## src/sv/sorted_deadline_timer_queue_macros.svh

```systemverilog
// Assertion macros for the sorted deadline timer queue.
// Expects clk and rst_n in the scope of each use.
`ifndef SORTED_DEADLINE_TIMER_QUEUE_MACROS_SVH
`define SORTED_DEADLINE_TIMER_QUEUE_MACROS_SVH

// Same-cycle implication, checked out of reset.
`define STQ_ASSERT_NOW(lbl, ante, cons, msg) \
  lbl: assert property (@(posedge clk) disable iff (!rst_n) (ante) |-> (cons)) else $error(msg);

// Next-cycle implication, checked out of reset.
`define STQ_ASSERT_NEXT(lbl, ante, cons, msg) \
  lbl: assert property (@(posedge clk) disable iff (!rst_n) (ante) |=> (cons)) else $error(msg);

`endif

```

## src/sv/stq_pkg.sv

```systemverilog
// Types and codes shared by the sorted deadline timer queue.
// No dependencies.
package stq_pkg;

  localparam logic [1:0] FUNC_ADD = 2'd0;
  localparam logic [1:0] FUNC_DEL = 2'd1;
  localparam logic [1:0] FUNC_SVC = 2'd2;
  localparam logic [1:0] FUNC_QRY = 2'd3;

  localparam logic [1:0] ST_OK        = 2'd0;
  localparam logic [1:0] ST_ZERO_TMO  = 2'd1;
  localparam logic [1:0] ST_ARMED     = 2'd2;

  localparam logic KIND_EXPIRY = 1'b0;
  localparam logic KIND_STATUS = 1'b1;

  localparam logic [2:0] REG_MIN_PERIOD = 3'd0;

  typedef struct packed {
    logic [1:0]  func;
    logic [3:0]  slot;
    logic [63:0] deadline_in;
    logic [63:0] interval;
    logic [63:0] now;
  } in_item_t;

  typedef struct packed {
    logic        kind;
    logic [3:0]  fired_slot;
    logic [1:0]  status;
    logic        program_timer;
    logic [63:0] next_deadline;
    logic        is_expired;
    logic [63:0] remaining;
    logic        is_armed;
    logic        last;
  } out_item_t;

endpackage

```

## src/sv/stq_chan_if.sv

```systemverilog
// Valid/ready channel carrying one payload of a given type.
// Used with stq_pkg item types.
interface stq_chan_if #(parameter type item_t = logic);
  logic  valid;
  logic  ready;
  item_t data;

  modport source (output valid, output data, input ready);
  modport sink (input valid, input data, output ready);
endinterface

```

## src/sv/sorted_deadline_timer_queue.sv

```systemverilog
// Top level of the sorted deadline timer queue: slot store, sorted order list and sequencer.
// Depends on stq_pkg, stq_chan_if and sorted_deadline_timer_queue_macros.svh.
//
//   channel | direction | payload    | transaction
//   in_ch   | in        | in_item_t  | in_ch.valid & in_ch.ready
//   out_ch  | out       | out_item_t | out_ch.valid & out_ch.ready
//   cfg     | in        | min_period | psel & penable & pwrite (pready tied high)
//
// One item at a time; in_ch.ready is high only while the sequencer is idle.
// Delete, query, a rejected add or a service of an empty queue step through dispatch,
// status build, status output and back to idle.
// An accepted add also steps past each earlier entry in the scan before it inserts.
// Service adds a check step per slot examined and, per fired slot, an advance step, its
// expiry transaction and, on re-arm, the scan and insert steps of an add.
// Each result waits in the output register, and the sequencer holds, until out_ch takes it.
// Reset (rst_n low, synchronous) empties the queue and zeroes all slot timeouts at once.
`include "sorted_deadline_timer_queue_macros.svh"
module sorted_deadline_timer_queue #(
  parameter int NUM_SLOTS   = 16,
  parameter int MAX_ACTIONS = 32
) (
  input  logic        clk,
  input  logic        rst_n,
  stq_chan_if.sink    in_ch,
  stq_chan_if.source  out_ch,
  input  logic        psel,
  input  logic        penable,
  input  logic        pwrite,
  input  logic [2:0]  paddr,
  input  logic [31:0] pwdata,
  output logic [31:0] prdata,
  output logic        pready
);
  import stq_pkg::*;

  localparam int SW = (NUM_SLOTS > 1) ? $clog2(NUM_SLOTS) : 1;
  localparam int CW = $clog2(NUM_SLOTS + 1);
  localparam int TW = $clog2(MAX_ACTIONS + 1);

  localparam logic [2:0] S_IDLE    = 3'd0;
  localparam logic [2:0] S_DISP    = 3'd1;
  localparam logic [2:0] S_INS     = 3'd2;
  localparam logic [2:0] S_SVC     = 3'd3;
  localparam logic [2:0] S_SVC_ADV = 3'd4;
  localparam logic [2:0] S_FINAL   = 3'd5;
  localparam logic [2:0] S_OUT     = 3'd6;

  // configuration
  logic [31:0] min_period_r;

  // slot store and sorted order
  logic [63:0]   timeout_r [NUM_SLOTS];
  logic [63:0]   period_r  [NUM_SLOTS];
  logic [NUM_SLOTS-1:0] periodic_r;
  logic [NUM_SLOTS-1:0] linked_r;
  logic [SW-1:0] order_r   [NUM_SLOTS];
  logic [CW-1:0] count_r;

  // sequencer
  logic [2:0]    state_r;
  logic [2:0]    ins_ret_r;
  logic [2:0]    out_ret_r;
  in_item_t      item_r;
  logic [SW-1:0] ins_slot_r;
  logic [CW-1:0] ins_pos_r;
  logic [SW-1:0] pos_r;
  logic [SW-1:0] nxt_r;
  logic          have_next_r;
  logic [TW-1:0] tries_r;
  out_item_t     fin_r;
  out_item_t     out_r;
  logic          out_valid_r;

  // decoded item
  logic          slot_ok;
  logic [SW-1:0] sidx;
  assign slot_ok = 32'(item_r.slot) < 32'(NUM_SLOTS);
  assign sidx    = SW'(item_r.slot);

  // find the position of the slot to unlink: pos_r in service, the item's slot otherwise
  logic [SW-1:0] unl_tgt;
  logic [CW-1:0] unl_p;
  logic          unl_found;
  assign unl_tgt = (state_r == S_SVC) ? pos_r : sidx;
  always_comb begin
    unl_p     = count_r;
    unl_found = 1'b0;
    for (int i = 0; i < NUM_SLOTS; i++) begin
      if (!unl_found && CW'(i) < count_r && order_r[i] == unl_tgt) begin
        unl_p     = CW'(i);
        unl_found = 1'b1;
      end
    end
  end

  // shared comparator for the insertion scan
  logic [63:0] scan_tmo;
  logic        scan_less;
  assign scan_tmo  = timeout_r[order_r[SW'(ins_pos_r)]];
  assign scan_less = (ins_pos_r < count_r) && (scan_tmo < timeout_r[ins_slot_r]);

  // service step: neighbour of the cursor and the expiry test
  logic [CW:0]   svc_p1;
  logic          svc_have_next;
  logic [SW-1:0] svc_nxt;
  logic [TW-1:0] tries_nxt;
  logic [63:0]   pos_tmo;
  logic          svc_fire;
  assign svc_p1        = {1'b0, unl_p} + 1'b1;
  assign svc_have_next = svc_p1 < {1'b0, count_r};
  assign svc_nxt       = svc_have_next ? order_r[SW'(svc_p1)] : '0;
  assign tries_nxt     = tries_r - 1'b1;
  assign pos_tmo       = timeout_r[pos_r];
  assign svc_fire      = (pos_tmo <= item_r.now) && (tries_nxt != '0);

  // query and head
  logic [63:0] q_tmo;
  logic [63:0] head_tmo;
  assign q_tmo    = timeout_r[sidx];
  assign head_tmo = (count_r != '0) ? timeout_r[order_r[0]] : 64'd0;

  // configuration port
  logic cfg_wr;
  assign cfg_wr = psel && penable && pwrite;
  assign pready = 1'b1;
  assign prdata = (paddr == REG_MIN_PERIOD) ? min_period_r : 32'd0;

  always_ff @(posedge clk) begin
    if (!rst_n) begin
      min_period_r <= 32'd0;
    end else if (cfg_wr && paddr == REG_MIN_PERIOD) begin
      min_period_r <= pwdata;
    end
  end

  assign in_ch.ready  = (state_r == S_IDLE);
  assign out_ch.valid = out_valid_r;
  assign out_ch.data  = out_r;

  always_ff @(posedge clk) begin
    if (!rst_n) begin
      state_r     <= S_IDLE;
      ins_ret_r   <= S_IDLE;
      out_ret_r   <= S_IDLE;
      count_r     <= '0;
      linked_r    <= '0;
      periodic_r  <= '0;
      out_valid_r <= 1'b0;
      for (int i = 0; i < NUM_SLOTS; i++) begin
        timeout_r[i] <= 64'd0;
      end
    end else begin
      unique case (state_r)
        S_IDLE: begin
          if (in_ch.valid) begin
            item_r  <= in_ch.data;
            state_r <= S_DISP;
          end
        end

        S_DISP: begin
          out_item_t  fin;
          logic [2:0] disp_nxt;
          fin      = '0;
          disp_nxt = S_FINAL;
          unique case (item_r.func)
            FUNC_ADD: begin
              if (item_r.deadline_in == 64'd0) begin
                fin.status = ST_ZERO_TMO;
              end else if (slot_ok && linked_r[sidx]) begin
                fin.status = ST_ARMED;
              end else if (slot_ok) begin
                // arm the slot, then scan for its place
                timeout_r[sidx]  <= item_r.deadline_in;
                periodic_r[sidx] <= (item_r.interval != 64'd0);
                if (item_r.interval != 64'd0 && item_r.interval < {32'd0, min_period_r})
                  period_r[sidx] <= {32'd0, min_period_r};
                else
                  period_r[sidx] <= item_r.interval;
                ins_slot_r <= sidx;
                ins_pos_r  <= '0;
                ins_ret_r  <= S_FINAL;
                disp_nxt   = S_INS;
              end
            end
            FUNC_DEL: begin
              if (slot_ok && linked_r[sidx] && unl_found) begin
                for (int i = 0; i < NUM_SLOTS - 1; i++) begin
                  if (CW'(i) >= unl_p) order_r[i] <= order_r[i+1];
                end
                count_r        <= count_r - 1'b1;
                linked_r[sidx] <= 1'b0;
              end
            end
            FUNC_SVC: begin
              if (count_r != '0) begin
                pos_r    <= order_r[0];
                tries_r  <= TW'(MAX_ACTIONS);
                disp_nxt = S_SVC;
              end
            end
            FUNC_QRY: begin
              if (slot_ok) begin
                fin.is_armed = linked_r[sidx];
                if (q_tmo != 64'd0 && item_r.now < q_tmo) begin
                  fin.remaining = q_tmo - item_r.now;
                end else begin
                  fin.is_expired = 1'b1;
                end
              end
            end
            default: ;
          endcase
          fin_r   <= fin;
          state_r <= disp_nxt;
        end

        S_INS: begin
          if (count_r >= CW'(NUM_SLOTS)) begin
            state_r <= ins_ret_r;
          end else if (scan_less) begin
            ins_pos_r <= ins_pos_r + 1'b1;
          end else begin
            // open a gap at the scan position and drop the slot in
            for (int i = 1; i < NUM_SLOTS; i++) begin
              if (CW'(i) > ins_pos_r) order_r[i] <= order_r[i-1];
            end
            order_r[SW'(ins_pos_r)] <= ins_slot_r;
            count_r                 <= count_r + 1'b1;
            linked_r[ins_slot_r]    <= 1'b1;
            if (ins_ret_r == S_FINAL) fin_r.program_timer <= (ins_pos_r == '0);
            state_r <= ins_ret_r;
          end
        end

        S_SVC: begin
          tries_r     <= tries_nxt;
          have_next_r <= svc_have_next;
          nxt_r       <= svc_nxt;
          if (!svc_fire) begin
            state_r <= S_FINAL;
          end else begin
            logic [2:0] after;
            out_item_t  exp_item;
            after = periodic_r[pos_r] ? S_INS : S_SVC_ADV;
            exp_item            = '0;
            exp_item.kind       = KIND_EXPIRY;
            exp_item.fired_slot = 4'(pos_r);
            for (int i = 0; i < NUM_SLOTS - 1; i++) begin
              if (CW'(i) >= unl_p) order_r[i] <= order_r[i+1];
            end
            count_r         <= count_r - 1'b1;
            linked_r[pos_r] <= 1'b0;
            if (periodic_r[pos_r]) begin
              timeout_r[pos_r] <= pos_tmo + period_r[pos_r];
              ins_slot_r       <= pos_r;
              ins_pos_r        <= '0;
              ins_ret_r        <= S_SVC_ADV;
            end else begin
              timeout_r[pos_r] <= 64'd0;
            end
            // a timeout that wrapped to zero is serviced silently
            if (pos_tmo != 64'd0) begin
              out_r       <= exp_item;
              out_valid_r <= 1'b1;
              out_ret_r   <= after;
              state_r     <= S_OUT;
            end else begin
              state_r <= after;
            end
          end
        end

        S_SVC_ADV: begin
          pos_r   <= nxt_r;
          state_r <= have_next_r ? S_SVC : S_FINAL;
        end

        S_FINAL: begin
          out_item_t st_item;
          st_item               = fin_r;
          st_item.kind          = KIND_STATUS;
          st_item.fired_slot    = item_r.slot;
          st_item.next_deadline = head_tmo;
          st_item.last          = 1'b1;
          if (item_r.func == FUNC_SVC) st_item.program_timer = (count_r != '0);
          out_r       <= st_item;
          out_valid_r <= 1'b1;
          out_ret_r   <= S_IDLE;
          state_r     <= S_OUT;
        end

        S_OUT: begin
          // hold the result until the sink takes it
          if (out_ch.ready) begin
            out_valid_r <= 1'b0;
            state_r     <= out_ret_r;
          end
        end

        default: state_r <= S_IDLE;
      endcase
    end
  end

  `STQ_ASSERT_NOW(a_count_matches_links, 1'b1, $countones(linked_r) == 32'(count_r), "queue count and link flags disagree")
  `STQ_ASSERT_NOW(a_no_accept_while_busy, in_ch.valid && in_ch.ready, !out_valid_r, "item accepted with a result pending")
  `STQ_ASSERT_NEXT(a_last_frees_block, out_valid_r && out_ch.ready && out_r.last, in_ch.ready, "block not idle after final status")
  `STQ_ASSERT_NOW(a_count_bound, 1'b1, 32'(count_r) <= 32'(NUM_SLOTS), "queue count beyond slot count")

endmodule
```

## src/flat_wrapper.sv

```systemverilog
// flat-port wrapper written by rule: the top's interface ports become plain ports
module sorted_deadline_timer_queue_flat import stq_pkg::*;
#(
  parameter int NUM_SLOTS   = 16,
  parameter int MAX_ACTIONS = 32
)
  (clk, rst_n, psel, penable, pwrite, paddr, pwdata, prdata, pready, in_ch_valid, in_ch_data, in_ch_ready, out_ch_valid, out_ch_data, out_ch_ready);
  stq_chan_if in_ch_i ();
  stq_chan_if out_ch_i ();
  input  logic clk;
  input  logic rst_n;
  input  logic psel;
  input  logic penable;
  input  logic pwrite;
  input  logic [2:0] paddr;
  input  logic [31:0] pwdata;
  output logic [31:0] prdata;
  output logic pready;
  input wire logic [$bits(in_ch_i.valid)-1:0] in_ch_valid;
  input wire logic [$bits(in_ch_i.data)-1:0] in_ch_data;
  output wire logic [$bits(in_ch_i.ready)-1:0] in_ch_ready;
  output wire logic [$bits(out_ch_i.valid)-1:0] out_ch_valid;
  output wire logic [$bits(out_ch_i.data)-1:0] out_ch_data;
  input wire logic [$bits(out_ch_i.ready)-1:0] out_ch_ready;
  assign in_ch_i.valid = in_ch_valid;
  assign in_ch_i.data = in_ch_data;
  assign in_ch_ready = in_ch_i.ready;
  assign out_ch_valid = out_ch_i.valid;
  assign out_ch_data = out_ch_i.data;
  assign out_ch_i.ready = out_ch_ready;
  sorted_deadline_timer_queue #(.NUM_SLOTS(NUM_SLOTS), .MAX_ACTIONS(MAX_ACTIONS)) u_core (.clk(clk), .rst_n(rst_n), .in_ch(in_ch_i), .out_ch(out_ch_i), .psel(psel), .penable(penable), .pwrite(pwrite), .paddr(paddr), .pwdata(pwdata), .prdata(prdata), .pready(pready));
endmodule
```

## config.mk

```make
export PLATFORM = sky130hd
export DESIGN_NAME = sorted_deadline_timer_queue_flat
export DESIGN_NICKNAME = d
export VERILOG_FILES = /design/src/sv/stq_pkg.sv /design/src/sv/stq_chan_if.sv /design/src/sv/sorted_deadline_timer_queue.sv /design/src/flat_wrapper.sv
export VERILOG_INCLUDE_DIRS = /design/src /design/src/sv
export SDC_FILE = /design/constraint.sdc
export NUM_CORES = 2
export LEC_CHECK = 0
export BUFFER_PORTS_ARGS = -buffer_cell sky130_fd_sc_hd__clkbuf_2
export CORE_UTILIZATION = 45
export DETAILED_ROUTE_END_ITERATION = 10
export GPL_TIMING_DRIVEN = 1
export PLACE_DENSITY = 0.6
export RECOVER_POWER = 100
export SLEW_MARGIN = 20
export SYNTH_ARGS = -nofsm -noshare
export SYNTH_HDL_FRONTEND = slang
export SYNTH_SLANG_ARGS = --single-unit
export TNS_END_PERCENT = 30
```

## constraint.sdc

```tcl
create_clock -name clk -period 9.06 [get_ports clk]
set_input_delay 0.453 -clock clk [delete_from_list [all_inputs] [get_ports clk]]
set_output_delay 0.453 -clock clk [all_outputs]
set_load 0.02 [all_outputs]
```

# Yosys cells after proc, flatten, opt, wreduce, memory -nomap -nowiden

Memory sizes are Yosys's and may differ from the RTL's. A register that Yosys moved wholly into a read port is not among the register bits.
Cells that the tools add are included.

Reduce and logical (&&, ||, !) cells: 79
Bitwise operators: 19
Div/mod/pow operators: 0
Shift-type cells: 0
Muxes and demuxes: 285
Eq/ne operators: 34
$add $sub $neg: 6
$mul: 0
Magnitude comparators: 55

Operators by type and width:

| kind                   | count |
|---|---|
| $mux 1                 | 207 |
| $mux 64                | 2 |
| $mux 5                 | 23 |
| $mux 4                 | 26 |
| $add 64x64->64 const B | 1 |
| $eq 4x4->1             | 16 |
| $le 64x1->1            | 1 |
| $lt 64x64->1           | 1 |
| $reduce_bool 64->1     | 1 |
| $reduce_or 64->1       | 1 |
| $mux 16                | 3 |
| $gt 4x5->1 const A     | 8 |
| $lt 4x5->1 const A     | 8 |
| $logic_and 1x1->1      | 39 |
| $mux 3                 | 13 |
| $ge 4x5->1 const A     | 7 |
| $mux 32                | 1 |
| $pmux 16 s2            | 1 |
| $pmux 3 s7             | 1 |
| $ge 3x5->1 const A     | 4 |
| $gt 3x5->1 const A     | 4 |
| $lt 3x5->1 const A     | 4 |
| $pmux 5 s2             | 2 |
| $and 16x16->16         | 1 |
| other kinds (43)       | 103 |

Bits in latches: 0
Memories: 3
Memory bits (read-only): 16
Bits of input ports: 43
Bits in writable memories: 1088
Bits in registers: 85

Memories:

| name             | depth | bits a word | rd ports | clocked after memory_dff | write ports | line                               | source |
|---|---|---|---|---|---|---|---|
| u_core.timeout_r | 16    | 64          | 3        | 2                        | 16          | sorted_deadline_timer_queue.sv:52  | `logic [63:0] timeout_r [NUM_SLOTS];` |
| u_core.order_r   | 16    | 4           | 18       | 2                        | 16          | sorted_deadline_timer_queue.sv:56  | `logic [SW-1:0] order_r [NUM_SLOTS];` |
| (name not given) | 16    | 1           | 1        | 1                        | 0           | sorted_deadline_timer_queue.sv:245 | `after = periodic_r[pos_r] ? S_INS : S_SVC_ADV;` |

# Longest topological paths before layout

Depth after elaboration: 73
Mapped depth: 28
Gate-level depth less buffers: 19

# Least setup slack after synthesis

OpenSTA, ideal clock, no wires.

Path kind: flip-flop to flip-flop
Start point: register with a tool-made name
End point: memory u_core.timeout_r[13][0], enable pin
Setup time: 0.574 ns
Setup slack: 0.998 ns
Period minus slack after synthesis: 8.062 ns
Cell stages (with the launch flop): 12
Arrival: 7.487 ns
Cells stage by stage: dfxtp_1 clkbuf_1 clkbuf_1 buf_2 mux4_2 mux4_2 inv_1 ha_1 o21ai_0 nor3_4 nand4_1 o21ai_0

RTL lines:

| what          | line |
|---|---|
| end, declared | sorted_deadline_timer_queue.sv:52 |

==> impl_metrics.yaml <==
timing:
  worst_pin_slew_ps: 2490
  fin_crit_ps: 8780
  timing.fmax_mhz: 114
  finalSetupViolCount: 0
  relSlewSlack_pct: -65.9
  drv_slew: 305
  rsz0062_at_grt: "no"
  fin_crit_sh_pct: 96.9
  finalSetupTns_ps: 0
  fin_worst_skew_ps: 51.6
  hold_viol_final: 0
power:
  power_density_nw_per_um2: 181
  power_leakage_nw: 27.1
  peakVddDrop_uv: 308
synth:
  synthesis.area_um2: 63900
  async_flop_share_pct: 0
  ys_ff_latch: 1169
  synth_edf_count: 1114
  yosysUniqueCellTypes: 84
  synth_ff_type: "edfxtp_1"
  syn_avg_cell_area_um2: 13.2
  synthCells: 4843
  yosysWarnings: 0
  ys_seq_area_share_pct: 54.1
grt:
  antenna_found_initial: 9
  grt_pass1_vias: 44500
  grt-ovfl-total: 0
  grt_pass1_wl_mm: 321
  grt_max_degree: 116
  grt_util_all_layers_pct: 31.2
cts:
  clk_path_buf_depth: 3
  cts_tree: "built"
  htreeDepth: 4
  clkSinkCount: 1169
  cts_root_buf: "clkbuf_16"
  cts_buffers: 135
  cts_setup_buffers: 0
  path_clk_slew_ps: 60
  post_cts_resized: 0
  clkLatencyLatePin_ps: 830
  ctsHoldBuffers: 34
route:
  routedWlPerCell_um: 28.7
  num_vias: 47600
  remaining_drc_errors: 0
  first_pass_iters: 9
  antenna_left: 0
  drtIter0Drc: 6679
  wl_mm: 226
  routed_via_density: 6.05
worst_setup_path:
  cp-start-kind: "flip-flop"
  timing_worst_setup_path_type: "reg -> reg"
  cp.arrival_ps: 9190
  end_kind: "flip-flop"
  required_ps: 9470
  cp_max_fo: 41
job:
  drv_cap: 13
floorplanning:
  coreArea_um2: 140000
  die_area_um2: 143000
  die_w_um: 379
  die_h_um: 379
  ios: 79
  start_util_pct: 45.5
  rows: 137
final_layout:
  mostFrequentLayoutCell: "edfxtp_1"
  final_util_pct: 53.7
  fillers: 12000
  final_cell_mix: "edfxtp_1, conb_1, a211oi_1, a21oi_1, mux4_2"
  drive_gt1_share_pct: 14.1
  nets: 6014
  synthToLayoutAreaGrowth_pct: 17.9
status:
  status: "complete, but fails checks"
  violations: "capacitance limit, slew limit"
min_path:
  min_path_type: "in -> reg"
place:
  dp_hpwl_mm: 162
  numPortBuffers: 77
  finalWeightedCongestion: 1.04
[logic make-up (layout without fill, tap and decap cells)]
group,count (synthesis),in the layout,synth area share [%]
muxes,721,721,18.3
AOI/OAI and AO/OA,1103,1103,11.3
other,2,1030,0.0118
xor gates and xnor gates,68,68,0.933
buffers and inverters,463,586,2.83
and+or+nand+nor,1232,1232,10.8
DFF,1169,1169,54.1
adders and majority gates,85,85,1.67
[flip-flops by register name (all words and copies together) (netlist names), 5 cells and up, named ones only]
name,cells
u_core.count_r,5
u_core.ins_pos_r,5
u_core.min_period_r,32
u_core.order_r,64
u_core.timeout_r,1024
u_core.tries_r,6
[stage by stage]
| stage | power (mW) | hold slack (ps) | area [um2] | worst slack, ps | std cells |
|---|---|---|---|---|---|
| 4_1_cts | 13.6 | 52.2 | 75400 | 706 | 7869 |
| 3_5_place_dp | 7.95 | 427 | 70500 | 736 | 7591 |
| 3_3_place_gp | 7.94 | 429 | 70400 | 684 | 7591 |
| 6_report | 13.6 | 96.3 | 75300 | 283 | 7870 |
| 5_1_grt | 14.0 | 94.7 | 75300 | 105 | 7869 |
| 2_1_floorplan | 7.38 | 420 | 67700 | 998 | 5870 |
[synthesized netlist by cell type (7+ instances only)]
library cell	count	area (um2)
nor3_1	107	536
a41oi_1	8	70.1
nand2_1	185	694
nor4_1	191	1190
a22oi_1	22	165
buf_1	46	173
buf_2	17	85.1
inv_1	107	402
nand2b_1	10	62.6
edfxtp_1	1114	33500
mux4_2	352	7930
xnor2_1	30	263
a21oi_1	370	1850
a21o_1	26	195
o211ai_1	9	67.6
xor2_1	38	333
mux2_2	70	788
o21ai_0	87	435
a211oi_1	460	3450
a221oi_1	7	61.3
o31a_1	9	78.8
a31oi_1	23	144
mux2i_1	297	2970
nand3_2	7	70.1
nor2b_1	261	1630
dfxtp_1	55	1100
or4_1	45	338
o31ai_1	9	67.6
ha_1	85	1060
nor4b_1	16	140
nand3_1	89	445
nor2_1	141	529
nand4_1	83	519
clkbuf_1	284	1070
or3_1	20	125
and2_1	39	244
[cell type report]
class	instances	area, um2	share of cell area, %
repair buffers	234	1760	2.33
clock inverters	91	1200	1.59
well taps	1876	2350	3.12
clock buffers	153	3460	4.59
multi-input cells	4238	31500	41.9
flip-flops and latches	1169	34600	45.9
diodes	1	2.50	0.00332
inverters	108	405	0.539
[metal layers]
metal | vias up | wire (um) | track usage (%)
met5 | - | 53 | 0
met1 | 23600 | 92100 | 43.8
met2 | 2789 | 99600 | 46.8
met3 | 491 | 24200 | 7.21
li1 | 20700 | - | -
met4 | 6 | 10000 | 12.6
[power breakdown]
part           leakage [nW]  internal [mW]  switching, mW  total [mW]
clock                  2.23           3.29           2.41        5.70
combinational          13.5          0.523          0.811        1.33
sequential             11.3           6.25          0.321        6.57
[worst max-delay path, cell delays in order (launching register included)]
cell      delay [ps]
dfxtp_1         1270
clkbuf_1        1840
nor4b_1          680
a22oi_1          140
nor4_1           400
o21ai_0          140
nand3_1          110
a32oi_1          230
nor3_1           680
nand4_1          430
o21ai_1         1530
clkbuf_4         840
[final timing paths]
check / cells after the start / slack (ps) / start / to
max: 11 / 280 / flip-flop / u_core.timeout_r[6][30]
min: 3 / 100 / in_ch_valid / u_core.state_r[1]
max reg2reg: 11 / 280 / flip-flop / u_core.timeout_r[6][30]
min reg2reg: 0 / 440 / u_core.nxt_r[2] / u_core.pos_r[2]
No activity file was read; power rests on OpenSTA's default activity.
